<file path="src/rtl/brb_pkg.sv">
// ----------------------------------------------------------------------------
// Byte ring buffer package
// Word types, request and status codes, and field widths.
// ----------------------------------------------------------------------------
`timescale 1ns / 1ps

package brb_pkg;

    // The buffer length must be a multiple of the word size.
    localparam int BUF_BYTES_DEF = 4096;
    localparam int WORD_BYTES    = 4;
    localparam int LANE_W        = $clog2(WORD_BYTES);
    localparam int DATA_W        = 32;
    localparam int BYTE_W        = 8;
    localparam int COUNT_W       = 13;
    localparam int POS_W         = 12;

    typedef enum logic [1:0] {
        REQ_PUSH         = 2'd0,
        REQ_COMMIT_READ  = 2'd1,
        REQ_COMMIT_WRITE = 2'd2,
        REQ_READ_BYTE    = 2'd3
    } t_req_type;

    typedef enum logic [1:0] {
        ST_OK    = 2'd0,
        ST_FULL  = 2'd1,
        ST_UNDER = 2'd2
    } t_status;

    typedef struct packed {
        t_req_type            req_type;
        logic [DATA_W-1:0]    push_word;
        logic [COUNT_W-1:0]   commit_bytes;
        logic [POS_W-1:0]     byte_offset;
    } t_req;

    typedef struct packed {
        t_status              status;
        logic [BYTE_W-1:0]    read_byte;
        logic [COUNT_W-1:0]   bytes_used;
        logic [COUNT_W-1:0]   bytes_free;
        logic [COUNT_W-1:0]   contiguous_free;
        logic [COUNT_W-1:0]   contiguous_used;
        logic [POS_W-1:0]     read_position;
        logic [POS_W-1:0]     write_position;
    } t_rsp;

    typedef struct packed {
        t_req_type            req_type;
        t_status              status;
    } t_item_ctl;

endpackage

</file>
<file path="src/rtl/brb_report.sv">
// ----------------------------------------------------------------------------
// Ring buffer space report
// Space figures, read address reduction, and the result register.
// ----------------------------------------------------------------------------
`timescale 1ns / 1ps

module brb_report import brb_pkg::*; #(
    parameter int BUF_BYTES = BUF_BYTES_DEF,
    localparam int PTR_W = $clog2(BUF_BYTES),
    localparam int CNT_W = $clog2(BUF_BYTES + 1),
    localparam int ROW_W = PTR_W - LANE_W
) (
    input  logic              i_clk,
    input  logic              i_load2,
    input  logic              i_load3,
    input  t_item_ctl         i_ctl,
    input  logic [POS_W-1:0]  i_offset,
    input  logic [POS_W-1:0]  i_quot,
    input  logic [PTR_W-1:0]  i_rp,
    input  logic [PTR_W-1:0]  i_wp,
    input  logic [CNT_W-1:0]  i_fill,
    output logic              o_rd_en,
    output logic [ROW_W-1:0]  o_rd_row,
    input  logic [BYTE_W-1:0] i_rd_data [WORD_BYTES],
    output t_rsp              o_rsp
);

    localparam int SUM_W = ((CNT_W > COUNT_W) ? CNT_W : COUNT_W) + 1;
    localparam int MOD_W = POS_W + CNT_W;

    t_item_ctl          r_s2_ctl;
    logic [POS_W-1:0]   r_s2_off;
    logic [POS_W-1:0]   r_s2_quot;
    logic [PTR_W-1:0]   r_s2_rp;
    logic [PTR_W-1:0]   r_s2_wp;
    logic [CNT_W-1:0]   r_s2_fill;
    t_rsp               r_s3;
    logic [LANE_W-1:0]  r_s3_lane;
    logic               r_s3_is_read;
    logic [SUM_W-1:0]   fill_x;
    logic [SUM_W-1:0]   rp_x;
    logic [SUM_W-1:0]   wp_x;
    logic [SUM_W-1:0]   buf_x;
    logic [SUM_W-1:0]   cfree;
    logic [SUM_W-1:0]   cused;
    logic [SUM_W-1:0]   bfree;
    logic [MOD_W-1:0]   rem;
    logic [PTR_W-1:0]   rd_addr;

    always_ff @(posedge i_clk) begin
        if (i_load2) begin
            r_s2_ctl  <= i_ctl;
            r_s2_off  <= i_offset;
            r_s2_quot <= i_quot;
            r_s2_rp   <= i_rp;
            r_s2_wp   <= i_wp;
            r_s2_fill <= i_fill;
        end
    end

    always_comb begin
        fill_x = SUM_W'(r_s2_fill);
        rp_x   = SUM_W'(r_s2_rp);
        wp_x   = SUM_W'(r_s2_wp);
        buf_x  = SUM_W'(BUF_BYTES);
        bfree  = buf_x - fill_x;

        if (r_s2_wp > r_s2_rp && r_s2_fill != '0) begin
            cfree = buf_x - wp_x;
        end else if (r_s2_wp < r_s2_rp) begin
            cfree = rp_x - wp_x;
        end else if (r_s2_fill != '0) begin
            cfree = '0;
        end else begin
            cfree = buf_x;
        end

        if (r_s2_wp > r_s2_rp) begin
            cused = fill_x;
        end else if (r_s2_wp < r_s2_rp || r_s2_fill != '0) begin
            cused = buf_x - rp_x;
        end else begin
            cused = '0;
        end

        rem     = MOD_W'(r_s2_off) - MOD_W'(r_s2_quot) * MOD_W'(BUF_BYTES);
        rd_addr = rem[PTR_W-1:0];
    end

    assign o_rd_en  = i_load3;
    assign o_rd_row = rd_addr[PTR_W-1:LANE_W];

    always_ff @(posedge i_clk) begin
        if (i_load3) begin
            r_s3.status          <= r_s2_ctl.status;
            r_s3.read_byte       <= '0;
            r_s3.bytes_used      <= fill_x[COUNT_W-1:0];
            r_s3.bytes_free      <= bfree[COUNT_W-1:0];
            r_s3.contiguous_free <= cfree[COUNT_W-1:0];
            r_s3.contiguous_used <= cused[COUNT_W-1:0];
            r_s3.read_position   <= rp_x[POS_W-1:0];
            r_s3.write_position  <= wp_x[POS_W-1:0];
            r_s3_lane            <= rd_addr[LANE_W-1:0];
            r_s3_is_read         <= (r_s2_ctl.req_type == REQ_READ_BYTE);
        end
    end

    always_comb begin
        o_rsp           = r_s3;
        o_rsp.read_byte = r_s3_is_read ? i_rd_data[r_s3_lane] : '0;
    end

endmodule

</file>
<file path="config.mk">
export PLATFORM = sky130hd
export DESIGN_NAME = brb_report
export DESIGN_NICKNAME = d
export VERILOG_FILES = /design/src/rtl/brb_pkg.sv /design/src/rtl/brb_report.sv
export SDC_FILE = /design/constraint.sdc
export NUM_CORES = 1
export LEC_CHECK = 0
export BUFFER_PORTS_ARGS = -buffer_cell sky130_fd_sc_hd__buf_2
export CAP_MARGIN = 30
export CORE_UTILIZATION = 30
export CTS_BUF_LIST = sky130_fd_sc_hd__clkbuf_16
export DETAILED_ROUTE_END_ITERATION = 10
export PLACE_DENSITY = 0.51
export SLEW_MARGIN = 25
export SYNTH_ARGS = -nofsm -noshare
export SYNTH_HDL_FRONTEND = slang
export SYNTH_SLANG_ARGS = --single-unit
</file>
<file path="constraint.sdc">
create_clock -name i_clk -period 3 [get_ports i_clk]
set_clock_uncertainty 0.15 [all_clocks]
set_input_delay 0.3 -clock i_clk [delete_from_list [all_inputs] [get_ports i_clk]]
set_output_delay 0.3 -clock i_clk [all_outputs]
set_load 0.02 [all_outputs]
</file>
==> flow_metrics.env <==
export IMPL_netlist_area_mm2=0.00584
export IMPL_port_buffers=184
export IMPL_drv_slew=0
export IMPL_cap_violations=0
export IMPL_detail_route_antenna_nets=0
export IMPL_place_congestion=0.814
export IMPL_yosys_warnings=0
export IMPL_p_leak_uw=0.00338
export IMPL_ir_worst_vdd_mv=0.366
export IMPL_crit_fanout=4
export IMPL_grt_pass1_vias=4259
export IMPL_synth_mux_area_frac=0.0308
export IMPL_vias=4113
export IMPL_crit_type="flop to flop"
export IMPL_drtIter0Drc=195
export IMPL_clock_latency_ns=0.42
export IMPL_clk_pin_slew_ns=0.06
export IMPL_synthAdderAreaFrac=0.0356
export IMPL_layout_drive_gt1_share=0.401
export IMPL_rows=50
export IMPL_synth_seq_cells=133
export IMPL_wl_per_cell_um=16.2
export IMPL_synth_simple_area_share=0.0750
export IMPL_hpwl_um=10700
export IMPL_die_area_mm2=0.0200
export IMPL_synthArstFlopShare=0
export IMPL_synth_largest_area_cell="edfxtp_1"
export IMPL_finalSetupTns_ns=0
export IMPL_dominantRegCellSynth="edfxtp_1"
export IMPL_synth_cells=379
export IMPL_status="completed"
export IMPL_die_w_um=142
export IMPL_fin_crit_sh=0.939
export IMPL_r2r_start="r_s2_rp[0]$_DFFE_PP_"
export IMPL_core_mm2=0.0189
export IMPL_fp_dieH_um=142
export IMPL_firstDrtPassIters=4
export IMPL_crit_path_start_kind="flop"
export IMPL_hp_start="i_load3"
export IMPL_hold_path_class="input port to flop"
export IMPL_hold_ws_ns=0.236
export IMPL_p_per_area_mw_per_mm2=656
export IMPL_crit_path_end_kind="flop"
export IMPL_antenna_found_initial=0
export IMPL_ctsLongestPathBuffers=2
export IMPL_grt_overflow=0
export IMPL_synth_edf_count=133
export IMPL_cts_buffers=17
export IMPL_cp_required_ns=3.02
export IMPL_synth_compound_area_share=0.0870
export IMPL_grt_max_degree=39
export IMPL_relSlewSlack=0.549
export IMPL_yosys_area_top_type_share=0.684
export IMPL_synth_area_per_cell_um2=15.4
export IMPL_htreeDepth=4
export IMPL_post_drt_via_cell_ratio=4.50
export IMPL_synth_distinct_cells=51
export IMPL_rsz0062_at_grt="no"
export IMPL_synth_seq_area_share=0.684
export IMPL_tightest_slew_ns=0.677
export IMPL_hold_viol_final=0
export IMPL_initial_utilization=0.309
export IMPL_ys_top_cells_by_area="edfxtp_1 (68%), xnor2_1 (3.4%), ha_1 (3.2%), mux4_2 (3.1%), a22o_1 (1.6%)"
export IMPL_n_antenna_cell=0
export IMPL_syn_num_nets=495
export IMPL_synthXorXnorAreaFrac=0.0510
export IMPL_totalWireLength_um=14800
export IMPL_cts_tree="yes"
export IMPL_clockRootBuffer="clkbuf_16"
export IMPL_pin_count=197
export IMPL_grt_pass1_wl_um=22200
export IMPL_gr_usage_all_layers=0.150
export IMPL_startpoint="r_s2_rp[0]$_DFFE_PP_"
export IMPL_nets=756
export IMPL_setup_violations=0
export IMPL_min_period_ns=2.82
export IMPL_worstPathArrival_ns=2.84
export IMPL_cts_sink_count=133
export IMPL_route_detailed_drc=0
export IMPL_area_delta_synth_final_pct=42.5
export IMPL_clock_fmax_mhz=355
export IMPL_synth_top_family_by_area="compound AO/OA/AOI/OAI gates"
-- flip-flops by register name, summed over array words and instances, names as in the netlist --
name and count:
o_rsp 77, r_s2_fill 13, r_s2_rp 12, r_s3_lane 2, r_s3_is_read 1, r_s2_off 12, r_s2_ctl 4, r_s2_wp 12
-- synthesized netlist by cell type, types with 2 or more instances --
library cell	instances
edfxtp_1	133
xnor2_1	23
inv_1	20
ha_1	15
nand2_1	15
a21oi_1	13
buf_4	12
a22o_1	11
nor2_1	11
xor2_1	11
and2_1	10
nand3_1	10
mux4_2	8
a21o_1	7
nor3_1	7
nor4_1	6
clkbuf_1	5
nand4_1	5
o21ai_0	5
o31ai_1	5
buf_2	4
o22ai_2	4
o21ai_1	3
o22ai_1	3
a21boi_0	2
a32o_1	2
o211ai_1	2
o21a_1	2
o21bai_1	2
or3_1	2
-- per-layer routing --
metal	vias to the layer above	global-route usage	part of all wire
li1	1970	-	-
met1	1990	0.173	0.42
met2	141	0.265	0.51
met3	12	0.0422	0.057
met4	0	0.0549	0.012
met5	-	0	0
-- through the flow --
step | cell area [um2] | setup slack, ns | cells | power, uW | util
floorplan | 5840 | 0.431 | 379 | 2940 | -
CTS | 8320 | 0.0849 | 913 | 5520 | 0.440
detailed placement | 7180 | 0.119 | 828 | 3320 | 0.380
global placement | 7170 | 0.0941 | 827 | 3300 | 0.380
global route | 8320 | 0.0154 | 913 | 5680 | 0.441
finish | 8320 | 0.182 | 913 | 5460 | 0.441
-- report_power, final --
part / leakage, uW / internal, uW / switching, uW
clock network: 0.000287 / 1310 / 820
logic: 0.00179 / 425 / 552
registers: 0.00131 / 2260 / 87.5
-- cell usage in the layout (no fill, tap or decap), types with 4 or more instances in the layout --
| master | count |
|---|---|
| mux4_2 | 8 |
| nand4_1 | 5 |
| dlygate4sd3_1 | 53 |
| clkinv_4 | 4 |
| buf_2 | 183 |
| clkinvlp_4 | 4 |
| inv_1 | 21 |
| a21o_1 | 7 |
| nor4_1 | 6 |
| and2_1 | 10 |
| nor3_1 | 7 |
| nor2_1 | 11 |
| xnor2_1 | 23 |
| o22ai_2 | 4 |
| o21ai_0 | 5 |
| buf_4 | 26 |
| o31ai_1 | 5 |
| a22o_1 | 11 |
| ha_1 | 15 |
| a21oi_1 | 13 |
| nand2_1 | 15 |
| clkbuf_16 | 17 |
| xor2_1 | 11 |
| edfxtp_1 | 133 |
| nand3_1 | 10 |
-- cells by family (layout without fill, tap and decap cells) --
kind of cell / Yosys count / in the layout
multiplexers: 8 / 8
AO/OA/AOI/OAI: 68 / 68
AND/OR/NAND/NOR: 78 / 78
buffers and inverters: 42 / 316
flip-flops: 133 / 133
XOR/XNOR: 34 / 34
adder cells (fa/ha/maj): 16 / 16
-- layout make-up --
cell class,instances,area [um2]
clock buffer,17,425
clock inverter,15,181
fill,1796,10600
inverter,20,75.1
multi-input combinational,204,1640
sequential,133,3990
tap,260,325
timing repair buffer,264,1680
-- final timing paths --
| kind | end | slack [ns] | cells past startpoint |
|---|---|---|---|
| max | o_rsp[47]$_DFFE_PP_ | 0.18 | 10 |
| min | o_rsp[84]$_DFFE_PP_ | 0.24 | 1 |
| max reg2reg | o_rsp[47]$_DFFE_PP_ | 0.18 | 10 |
| min reg2reg | o_rsp[85]$_DFFE_PP_ | 0.27 | 0 |
-- worst max-delay path, stage by stage, from the launching register on --
cell	delay (ns)
edfxtp_1	0.42
inv_1	0.14
ha_1	0.18
inv_1	0.05
fa_1	0.42
a211o_1	0.32
a211oi_2	0.30
o21bai_1	0.12
a21oi_1	0.18
xor2_1	0.17
o22ai_1	0.09
-- what timing repair did --
action                     4_1_cts  5_1_grt
hold buffers                    53        0
resized for setup                0        1
buffers inserted                 0        0
hold endpoints to repair        53        0
setup endpoints to repair        0        1
No activity file was read; power rests on OpenSTA's default activity.
