--- src/rtl/brb_pkg.sv ---
// ----------------------------------------------------------------------------
// Byte ring buffer package
// Word types, request and status codes, and field widths.
// ----------------------------------------------------------------------------
`timescale 1ns / 1ps

package brb_pkg;

    // The buffer length must be a multiple of the word size.
    localparam int BUF_BYTES_DEF = 4096;
    localparam int WORD_BYTES    = 4;
    localparam int LANE_W        = $clog2(WORD_BYTES);
    localparam int DATA_W        = 32;
    localparam int BYTE_W        = 8;
    localparam int COUNT_W       = 13;
    localparam int POS_W         = 12;

    typedef enum logic [1:0] {
        REQ_PUSH         = 2'd0,
        REQ_COMMIT_READ  = 2'd1,
        REQ_COMMIT_WRITE = 2'd2,
        REQ_READ_BYTE    = 2'd3
    } t_req_type;

    typedef enum logic [1:0] {
        ST_OK    = 2'd0,
        ST_FULL  = 2'd1,
        ST_UNDER = 2'd2
    } t_status;

    typedef struct packed {
        t_req_type            req_type;
        logic [DATA_W-1:0]    push_word;
        logic [COUNT_W-1:0]   commit_bytes;
        logic [POS_W-1:0]     byte_offset;
    } t_req;

    typedef struct packed {
        t_status              status;
        logic [BYTE_W-1:0]    read_byte;
        logic [COUNT_W-1:0]   bytes_used;
        logic [COUNT_W-1:0]   bytes_free;
        logic [COUNT_W-1:0]   contiguous_free;
        logic [COUNT_W-1:0]   contiguous_used;
        logic [POS_W-1:0]     read_position;
        logic [POS_W-1:0]     write_position;
    } t_rsp;

    typedef struct packed {
        t_req_type            req_type;
        t_status              status;
    } t_item_ctl;

endpackage

--- src/rtl/brb_update.sv ---
// ----------------------------------------------------------------------------
// Ring buffer pointer update
// Input register, pointer and fill state, and the byte lane writes of a push.
// ----------------------------------------------------------------------------
`timescale 1ns / 1ps

module brb_update import brb_pkg::*; #(
    parameter int BUF_BYTES = BUF_BYTES_DEF,
    localparam int PTR_W = $clog2(BUF_BYTES),
    localparam int CNT_W = $clog2(BUF_BYTES + 1),
    localparam int ROW_W = PTR_W - LANE_W
) (
    input  logic                 i_clk,
    input  logic                 i_rst_n,
    input  logic                 i_load,
    input  t_req                 i_req,
    input  logic                 i_fire,
    output logic [WORD_BYTES-1:0] o_wr_en,
    output logic [ROW_W-1:0]     o_wr_row [WORD_BYTES],
    output logic [BYTE_W-1:0]    o_wr_data [WORD_BYTES],
    output t_item_ctl            o_ctl,
    output logic [POS_W-1:0]     o_offset,
    output logic [POS_W-1:0]     o_quot,
    output logic [PTR_W-1:0]     o_rp,
    output logic [PTR_W-1:0]     o_wp,
    output logic [CNT_W-1:0]     o_fill
);

    localparam int SUM_W   = ((CNT_W > COUNT_W) ? CNT_W : COUNT_W) + 1;
    localparam int QPROD_W = 2 * POS_W + 1;
    localparam int RCP_SH  = POS_W + $clog2(BUF_BYTES);
    localparam longint RCP_MUL = ((64'd1 << RCP_SH) + BUF_BYTES - 1) / BUF_BYTES;

    t_req               r_req;
    logic [PTR_W-1:0]   r_rp;
    logic [PTR_W-1:0]   r_wp;
    logic [CNT_W-1:0]   r_fill;
    logic [PTR_W-1:0]   n_rp;
    logic [PTR_W-1:0]   n_wp;
    logic [CNT_W-1:0]   n_fill;
    logic [PTR_W-1:0]   base;
    logic [SUM_W-1:0]   fill_x;
    logic [SUM_W-1:0]   n_x;
    logic [SUM_W-1:0]   buf_x;
    logic               empty;
    logic               push_ok;
    logic               do_push;
    t_status            status;
    logic [LANE_W-1:0]  lane_off [WORD_BYTES];
    logic [PTR_W-1:0]   lane_addr [WORD_BYTES];
    logic [QPROD_W-1:0] quot_prod;

    function automatic logic [PTR_W-1:0] wrap_add(input logic [PTR_W-1:0] p,
                                                   input logic [SUM_W-1:0] k);
        logic [SUM_W-1:0] s;
        s = SUM_W'(p) + k;
        if (s >= SUM_W'(BUF_BYTES)) begin
            s = s - SUM_W'(BUF_BYTES);
        end
        return s[PTR_W-1:0];
    endfunction

    always_ff @(posedge i_clk) begin
        if (i_load) begin
            r_req <= i_req;
        end
    end

    always_ff @(posedge i_clk) begin
        if (!i_rst_n) begin
            r_rp   <= '0;
            r_wp   <= '0;
            r_fill <= '0;
        end else if (i_fire) begin
            r_rp   <= n_rp;
            r_wp   <= n_wp;
            r_fill <= n_fill;
        end
    end

    always_comb begin
        fill_x  = SUM_W'(r_fill);
        n_x     = SUM_W'(r_req.commit_bytes);
        buf_x   = SUM_W'(BUF_BYTES);
        empty   = (r_fill == '0);
        push_ok = empty || (fill_x + SUM_W'(WORD_BYTES) <= buf_x);
        base    = empty ? '0 : r_wp;
        n_rp    = r_rp;
        n_wp    = r_wp;
        n_fill  = r_fill;
        status  = ST_OK;
        do_push = 1'b0;
        case (r_req.req_type)
            REQ_PUSH: begin
                if (push_ok) begin
                    do_push = 1'b1;
                    n_rp    = empty ? '0 : r_rp;
                    n_wp    = wrap_add(base, SUM_W'(WORD_BYTES));
                    n_fill  = CNT_W'(fill_x + SUM_W'(WORD_BYTES));
                end else begin
                    status = ST_FULL;
                end
            end
            REQ_COMMIT_READ: begin
                if (n_x > fill_x) begin
                    status = ST_UNDER;
                end else if (n_x == fill_x) begin
                    n_rp   = '0;
                    n_wp   = '0;
                    n_fill = '0;
                end else begin
                    n_rp   = wrap_add(r_rp, n_x);
                    n_fill = CNT_W'(fill_x - n_x);
                end
            end
            REQ_COMMIT_WRITE: begin
                if (fill_x + n_x > buf_x) begin
                    status = ST_FULL;
                end else begin
                    n_rp   = empty ? '0 : r_rp;
                    n_wp   = wrap_add(base, n_x);
                    n_fill = CNT_W'(fill_x + n_x);
                end
            end
            REQ_READ_BYTE: begin
            end
            default: begin
            end
        endcase

        for (int b = 0; b < WORD_BYTES; b++) begin
            lane_off[b]  = LANE_W'(b) - base[LANE_W-1:0];
            lane_addr[b] = wrap_add(base, SUM_W'(lane_off[b]));
            o_wr_en[b]   = i_fire && do_push;
            o_wr_row[b]  = lane_addr[b][PTR_W-1:LANE_W];
            o_wr_data[b] = BYTE_W'(r_req.push_word >> {lane_off[b], 3'b000});
        end

        quot_prod = QPROD_W'(r_req.byte_offset) * QPROD_W'(RCP_MUL);
        o_quot    = POS_W'(quot_prod >> RCP_SH);
    end

    assign o_ctl.req_type = r_req.req_type;
    assign o_ctl.status   = status;
    assign o_offset       = r_req.byte_offset;
    assign o_rp           = n_rp;
    assign o_wp           = n_wp;
    assign o_fill         = n_fill;

endmodule

--- config.mk ---
export PLATFORM = sky130hd
export DESIGN_NAME = brb_update
export DESIGN_NICKNAME = d
export VERILOG_FILES = /design/src/rtl/brb_pkg.sv /design/src/rtl/brb_update.sv
export SDC_FILE = /design/constraint.sdc
export NUM_CORES = 1
export LEC_CHECK = 0
export BUFFER_PORTS_ARGS = -buffer_cell sky130_fd_sc_hd__buf_2
export CORE_MARGIN = 1
export CORE_UTILIZATION = 40
export CTS_CLUSTER_DIAMETER = 150
export DETAILED_ROUTE_END_ITERATION = 8
export PLACE_DENSITY = 0.73
export SLEW_MARGIN = 20
export SYNTH_ARGS = -nofsm -noshare
export SYNTH_HDL_FRONTEND = slang
export SYNTH_SLANG_ARGS = --single-unit
--- constraint.sdc ---
create_clock -name i_clk -period 5.63 [get_ports i_clk]
set_clock_uncertainty 0.1 [all_clocks]
set_input_delay 0.2815 -clock i_clk [delete_from_list [all_inputs] [get_ports i_clk]]
set_output_delay 0.2815 -clock i_clk [all_outputs]
set_load 0.03 [all_outputs]
==> flow_summary.json, run 1 <==
{
  "run_status": "finished with violations",
  "violations": "design-rule violations",
  "num_antenna_cells": 0,
  "final_common_cell": "buf_2",
  "slew_headroom_pct": 35.9,
  "layout_common_cells": "buf_2, nor2_1, nand2_1",
  "cts_buffers": 9,
  "critPathLaunchType": "register",
  "synth_area_per_cell_sq_um": 8.36,
  "die_w_microns": 153,
  "worstPathCellList": "inv_1, ha_1, inv_1, a2111oi_0, a211oi_1, a21oi_1, a211oi_1, a31oi_2, nor2_1, buf_4, o21ai_0, a22o_1, buf_2",
  "core_sq_um": 22000,
  "period_minus_slack_ns": 5.44,
  "reg2reg_depth": 12,
  "rsz0062_at_grt": "no",
  "path_max_fanout": 15,
  "top_usage_layer": "met2",
  "holdPathEnd": "o_offset[10]$_DFFE_PP_",
  "synth_edf_count": 59,
  "overflow": 0,
  "dieArea_sq_um": 23300,
  "synth_area_leader_cell": "edfxtp_1",
  "io_buffers": 191,
  "cts_tree": "done",
  "placed_area_sq_um": 10100,
  "synth_seq_area_share_pct": 27.7,
  "grt_max_degree": 60,
  "async_flop_share_pct": 0,
  "slew_violations": 0,
  "grt_pass1_wl_microns": 49700,
  "p_leak_nw": 4.91,
  "wire_per_inst_microns": 20.6,
  "postRouteWirelength_microns": 32100,
  "crit_slowest_cell": "a31oi_2",
  "ys_top_cells_by_area": "edfxtp_1, dfxtp_1, mux2i_1, ha_1, xnor2_1",
  "required_ns": 5.25,
  "hold_start": "i_req[10]",
  "antenna_found_initial": 0,
  "ir_drop_v": 0.000164,
  "grt_pass1_vias": 8833,
  "nets": 1388,
  "clock-root-buffer": "clkbuf_16",
  "hp-class": "input port to register",
  "clock-sinks": 96,
  "dr.first_iter.drc_count": 842,
  "start_util_pct": 41.2,
  "met3_usage_pct": 4.69,
  "grtUsageTotal_pct": 27.1,
  "die_h_microns": 153,
  "worstHoldPathCells": 1,
  "vias": 9318,
  "end_kind": "primary output",
  "critical_path.reg2reg.endpoint": "r_fill[5]$_SDFFE_PN0P_",
  "ys_ff_latch": 96,
  "h-tree-depth": 3,
  "io_pins": 204,
  "drt_pass1_iterations": 9,
  "fin_crit_sh_pct": 96.6,
  "num_rows": 54,
  "power_w": 0.00291,
  "gp_congestion": 0.979,
  "crit_path_start": "n_x[8]$_DFFE_PP_",
  "antenna_left": 0,
  "ys.flop_type": "edfxtp_1",
  "maxCapViolations": 0,
  "drive_above_1_share_pct": 19.5,
  "powerDensity_nw_per_um2": 266,
  "synth_area_sq_um": 9080,
  "slowest_delay_ns": 0.80,
  "use_met2_pct": 45.3,
  "setup_viol": 0,
  "area_delta_synth_final_pct": 20.2,
  "postLayoutCellArea_sq_um": 10900,
  "worst_pin_slew_ns": 0.956,
  "cts_buffer_depth": 2,
  "final-hold-violation-count": 0,
  "num-fill-cells": 2115,
  "max_freq_mhz": 184,
  "regArea_sq_um": 2510,
  "cp.arrival_ns": 5.06,
  "syn_inst": 1086,
  "yosysTopAreaCellShare_pct": 19.5,
  "setup.worst_path.class": "register to primary output",
  "clkLatencyLatePin_ns": 0.37,
  "met1_usage_pct": 35.2,
  "final_util_pct": 49.5,
  "fin_setup_tns_ns": 0,
  "drcViolationCount": 4,
  "synth_cell_types": 83,
  "multi_input_area_sq_um": 5890,
  "regToRegStartpoint": "n_x[8]$_DFFE_PP_",
  "r2r_slack_ns": 0.86,
  "via_per_inst": 5.99,
  "clkTransAtPathRegs_ns": 0.08,
  "yosysWarnings": 0,
  "post-dp-hpwl_microns": 23000
}
-- kinds of logic after synthesis --
logic type / after synthesis / share of synthesized area [%]
multiplexers: 69 / 7.62
flip-flops: 96 / 27.7
adder cells (fa/ha/maj): 58 / 8.13
XOR/XNOR: 73 / 7.04
AO/OA/AOI/OAI: 294 / 23.2
AND/OR/NAND/NOR: 338 / 18.2
buffers and inverters: 157 / 8.02
other: 1 / 0.0413
-- metal layers --
layer,up-vias,wire (microns)
li1,4321,-
met1,4420,13400
met2,509,15200
met3,68,2560
met4,0,974
met5,-,0
-- report_power, final --
part / switching [W] / internal [W] / leakage (nW)
Combinational: 0.000894 / 0.000459 / 3.89
Clock: 0.000340 / 0.000320 / 0.149
Sequential: 0.0000914 / 0.000803 / 0.879
-- synth_stat cells, types with 5 or more instances --
cell type,instances
or3_1,6
a21oi_1,56
o21ai_1,5
a31oi_1,10
nor2_1,96
nor3_1,34
a21o_1,19
nor4_1,11
o211ai_1,8
buf_4,31
and2_1,8
o31ai_1,12
mux2i_1,68
and3_1,9
o2bb2ai_1,6
o22ai_1,10
clkbuf_1,54
a211oi_1,15
o21a_1,9
xor2_1,22
a22oi_1,10
nand2b_1,17
nand2_1,76
nand4_1,13
nor2b_1,14
buf_2,12
xnor2_1,51
inv_1,51
a221oi_1,5
dfxtp_1,37
buf_1,7
o2111ai_1,5
edfxtp_1,59
a32oi_1,9
nand3_1,28
nor3b_1,6
ha_1,51
a22o_1,9
o21ai_0,48
-- timing repair --
action / CTS / global route
setup endpoints to repair: 0 / 1
endpoints found under the hold margin: 53 / 0
hold buffers: 53 / 0
setup buffers: 0 / 0
gates resized for setup: 0 / 1
-- worst max-delay path by stage --
stage | end | slack, ns
5_1_grt | o_wp[8] | 0.009
3_5_place_dp | o_wp[8] | 0.81
2_1_floorplan | o_wp[9] | 0.38
6_report | o_wp[1] | 0.19
4_1_cts | o_wp[8] | 0.34
3_3_place_gp | o_wp[1] | 0.88
-- critical path: cells and delay by family, from the launching register on --
family	cells	cell delay (ns)
and+or+nand+nor	1	0.13
adders and majority gates	1	0.30
DFF	1	0.67
buffers and inverters	4	0.69
AOI/OAI and AO/OA	7	2.88
-- sequential cells by signal, summed over array words and instances, names as in the netlist --
| signal | flops |
|---|---|
| r_wp | 12 |
| r_req | 32 |
| r_rp | 12 |
| o_offset | 12 |
| n_x | 13 |
| r_fill | 13 |
| o_ctl | 2 |
-- metrics by stage --
stage                     std cells  hold slack [ns]  worst slack [ns]
after global placement         1487            0.358             0.877
after CTS                      1556          0.00288             0.341
final                          1556           0.0129             0.191
after detailed placement       1487            0.360             0.809
after floorplan                1097            0.280             0.385
after global routing           1556          0.00537           0.00943
-- cell type report --
class | instances | area share, %
clock buffers | 9 | 2.06
clock inverters | 7 | 0.699
inverters | 52 | 1.79
multi-input cells | 844 | 53.9
flip-flops and latches | 96 | 23.0
well taps | 280 | 3.21
repair buffers | 268 | 15.3
No activity file was read; power rests on OpenSTA's default activity.
==> run 2: changes to the inputs <==
Clock period 5.63 ns to 5.2 ns, I/O delays scaled along.
==> run 2 against run 1 <==
- the run still ends with design-rule violations left
- via count up 0.87%
- sequential power up 6.1%
- global-route usage up 0.18 points
- sequential share of layout area down 0.52 points
- sequential cell count unchanged
- register-to-register slack worse by 0.08 ns
- setup slack better by 0.061 ns
- largest cell class unchanged
- highest routed layer unchanged
==> flow_summary.json, run 2 (synthesized netlist as in run 1, its figures left out) <==
{
  "clkTransAtPathRegs_ns": 0.08,
  "largest_reg_flops": 32,
  "violations": "design-rule violations",
  "grtUsageTotal_pct": 27.3,
  "path_max_fanout": 9,
  "powerDensity_nw_per_um2": 284,
  "clock-sinks": 96,
  "fin_setup_tns_ns": 0,
  "grt_pass1_vias": 9114,
  "wire_per_inst_microns": 20.4,
  "ir_drop_v": 0.000227,
  "max_freq_mhz": 202,
  "slew_violations": 0,
  "drive_above_1_share_pct": 21.3,
  "finalNonFillerCells": 1587,
  "hold_ws_ns": 0.278,
  "h-tree-depth": 3,
  "worst_slack_ns": 0.252,
  "post-dp-hpwl_microns": 23500,
  "cts_tree": "done",
  "critPathLaunchType": "register",
  "final-hold-violation-count": 0,
  "rsz0062_at_grt": "yes",
  "final_common_cell": "buf_2",
  "core_sq_um": 22000,
  "drt_pass1_iterations": 9,
  "cts_buffer_depth": 2,
  "vias": 9399,
  "p_leak_nw": 5.06,
  "cp.arrival_ns": 4.59,
  "die_h_microns": 153,
  "gp_congestion": 0.944,
  "io_buffers": 191,
  "end_kind": "primary output",
  "worst_pin_slew_ns": 0.923,
  "fin_crit_sh_pct": 95.2,
  "overflow": 0,
  "required_ns": 4.84,
  "drcViolationCount": 5,
  "grt_pass1_wl_microns": 49900,
  "cts_buffers": 9,
  "slew_headroom_pct": 38.1,
  "layout_common_cells": "buf_2, nor2_1, nand2_1",
  "final_util_pct": 50.7,
  "placed_cells": 1509,
  "num_rows": 54,
  "hp-class": "input port to register",
  "dieArea_sq_um": 23300,
  "num_antenna_cells": 0,
  "setup_viol": 0,
  "setup.worst_path.class": "register to primary output",
  "antenna_left": 0,
  "start_util_pct": 41.2,
  "dr.first_iter.drc_count": 839,
  "maxCapViolations": 0,
  "period_minus_slack_ns": 4.95,
  "die_w_microns": 153,
  "area_delta_synth_final_pct": 23.1,
  "clock-root-buffer": "clkbuf_16",
  "run_status": "finished with violations",
  "antenna_found_initial": 0,
  "preCtsSetupSlack_ns": 0.430,
  "nets": 1419,
  "grt_max_degree": 60,
  "clkLatencyLatePin_ns": 0.36,
  "io_pins": 204,
  "regMostFlops": "r_req",
  "postRouteWirelength_microns": 32300,
  "via_per_inst": 5.92
}
==> run 2: layout make-up <==
class                      count  area [sq um]
clock buffer                   9           225
clock inverter                 7          62.6
fill                        2064         10900
inverter                      52           195
multi-input combinational    844          5910
sequential                    96          2510
tap                          280           350
timing repair buffer         299          1910
==> run 2: path summary, 6_finish.rpt <==
| check | from | cells after the start | to | slack [ns] |
|---|---|---|---|---|
| setup / recovery | r_fill[3]$_SDFFE_PN0P_ | 17 | o_wp[8] | 0.25 |
| hold / removal | i_rst_n | 3 | r_fill[12]$_SDFFE_PN0P_ | 0.28 |
| setup reg to reg | r_fill[4]$_SDFFE_PN0P_ | 12 | r_rp[0]$_SDFFE_PN0P_ | 0.78 |
| hold reg to reg | r_rp[2]$_SDFFE_PN0P_ | 2 | r_rp[2]$_SDFFE_PN0P_ | 0.44 |
==> run 2: per-stage QoR <==
stage / power, W / cell area, sq um
after floorplan: 0.00198 / 9120
after global placement: 0.00241 / 10200
after detailed placement: 0.00242 / 10200
after CTS: 0.00312 / 11100
after global routing: 0.00332 / 11200
final: 0.00317 / 11200
==> run 2: timing repair <==
action / 4_1_cts / 5_1_grt
hold buffers: 58 / 1
resized for setup: 0 / 7
setup buffers: 0 / 3
endpoints found under the setup margin: 0 / 5
hold endpoints to repair: 58 / 1
==> run 2: power by group <==
part / switching, W / internal (W) / leakage (nW) / total [W]
logic: 0.00101 / 0.000544 / 4.04 / 0.00155
clock network: 0.000339 / 0.000336 / 0.144 / 0.000675
registers: 0.0000796 / 0.000870 / 0.879 / 0.000950
==> run 2: routing by layer <==
metal  vias up  share of wire [%]  global-route usage [%]
met3        75                9.3                    5.86
met2       515                 47                    46.5
met1      4420                 40                    33.7
li1       4389                  -                       -
met4         0                2.9                    10.1
met5         -                  0                       0
==> run 2: worst max-delay path, cell delays in order (launching register included) <==
cell	delay, ns
dfxtp_2	0.38
inv_1	0.11
ha_1	0.16
nor3b_4	0.27
nand4_1	0.29
and2_1	0.31
ha_1	0.39
o21ai_0	0.16
a21oi_2	0.19
o211ai_1	0.15
a211oi_1	0.25
nor3_1	0.13
maj3_1	0.37
maj3_1	0.37
xor2_1	0.15
o22ai_1	0.21
a21o_1	0.13
buf_2	0.21
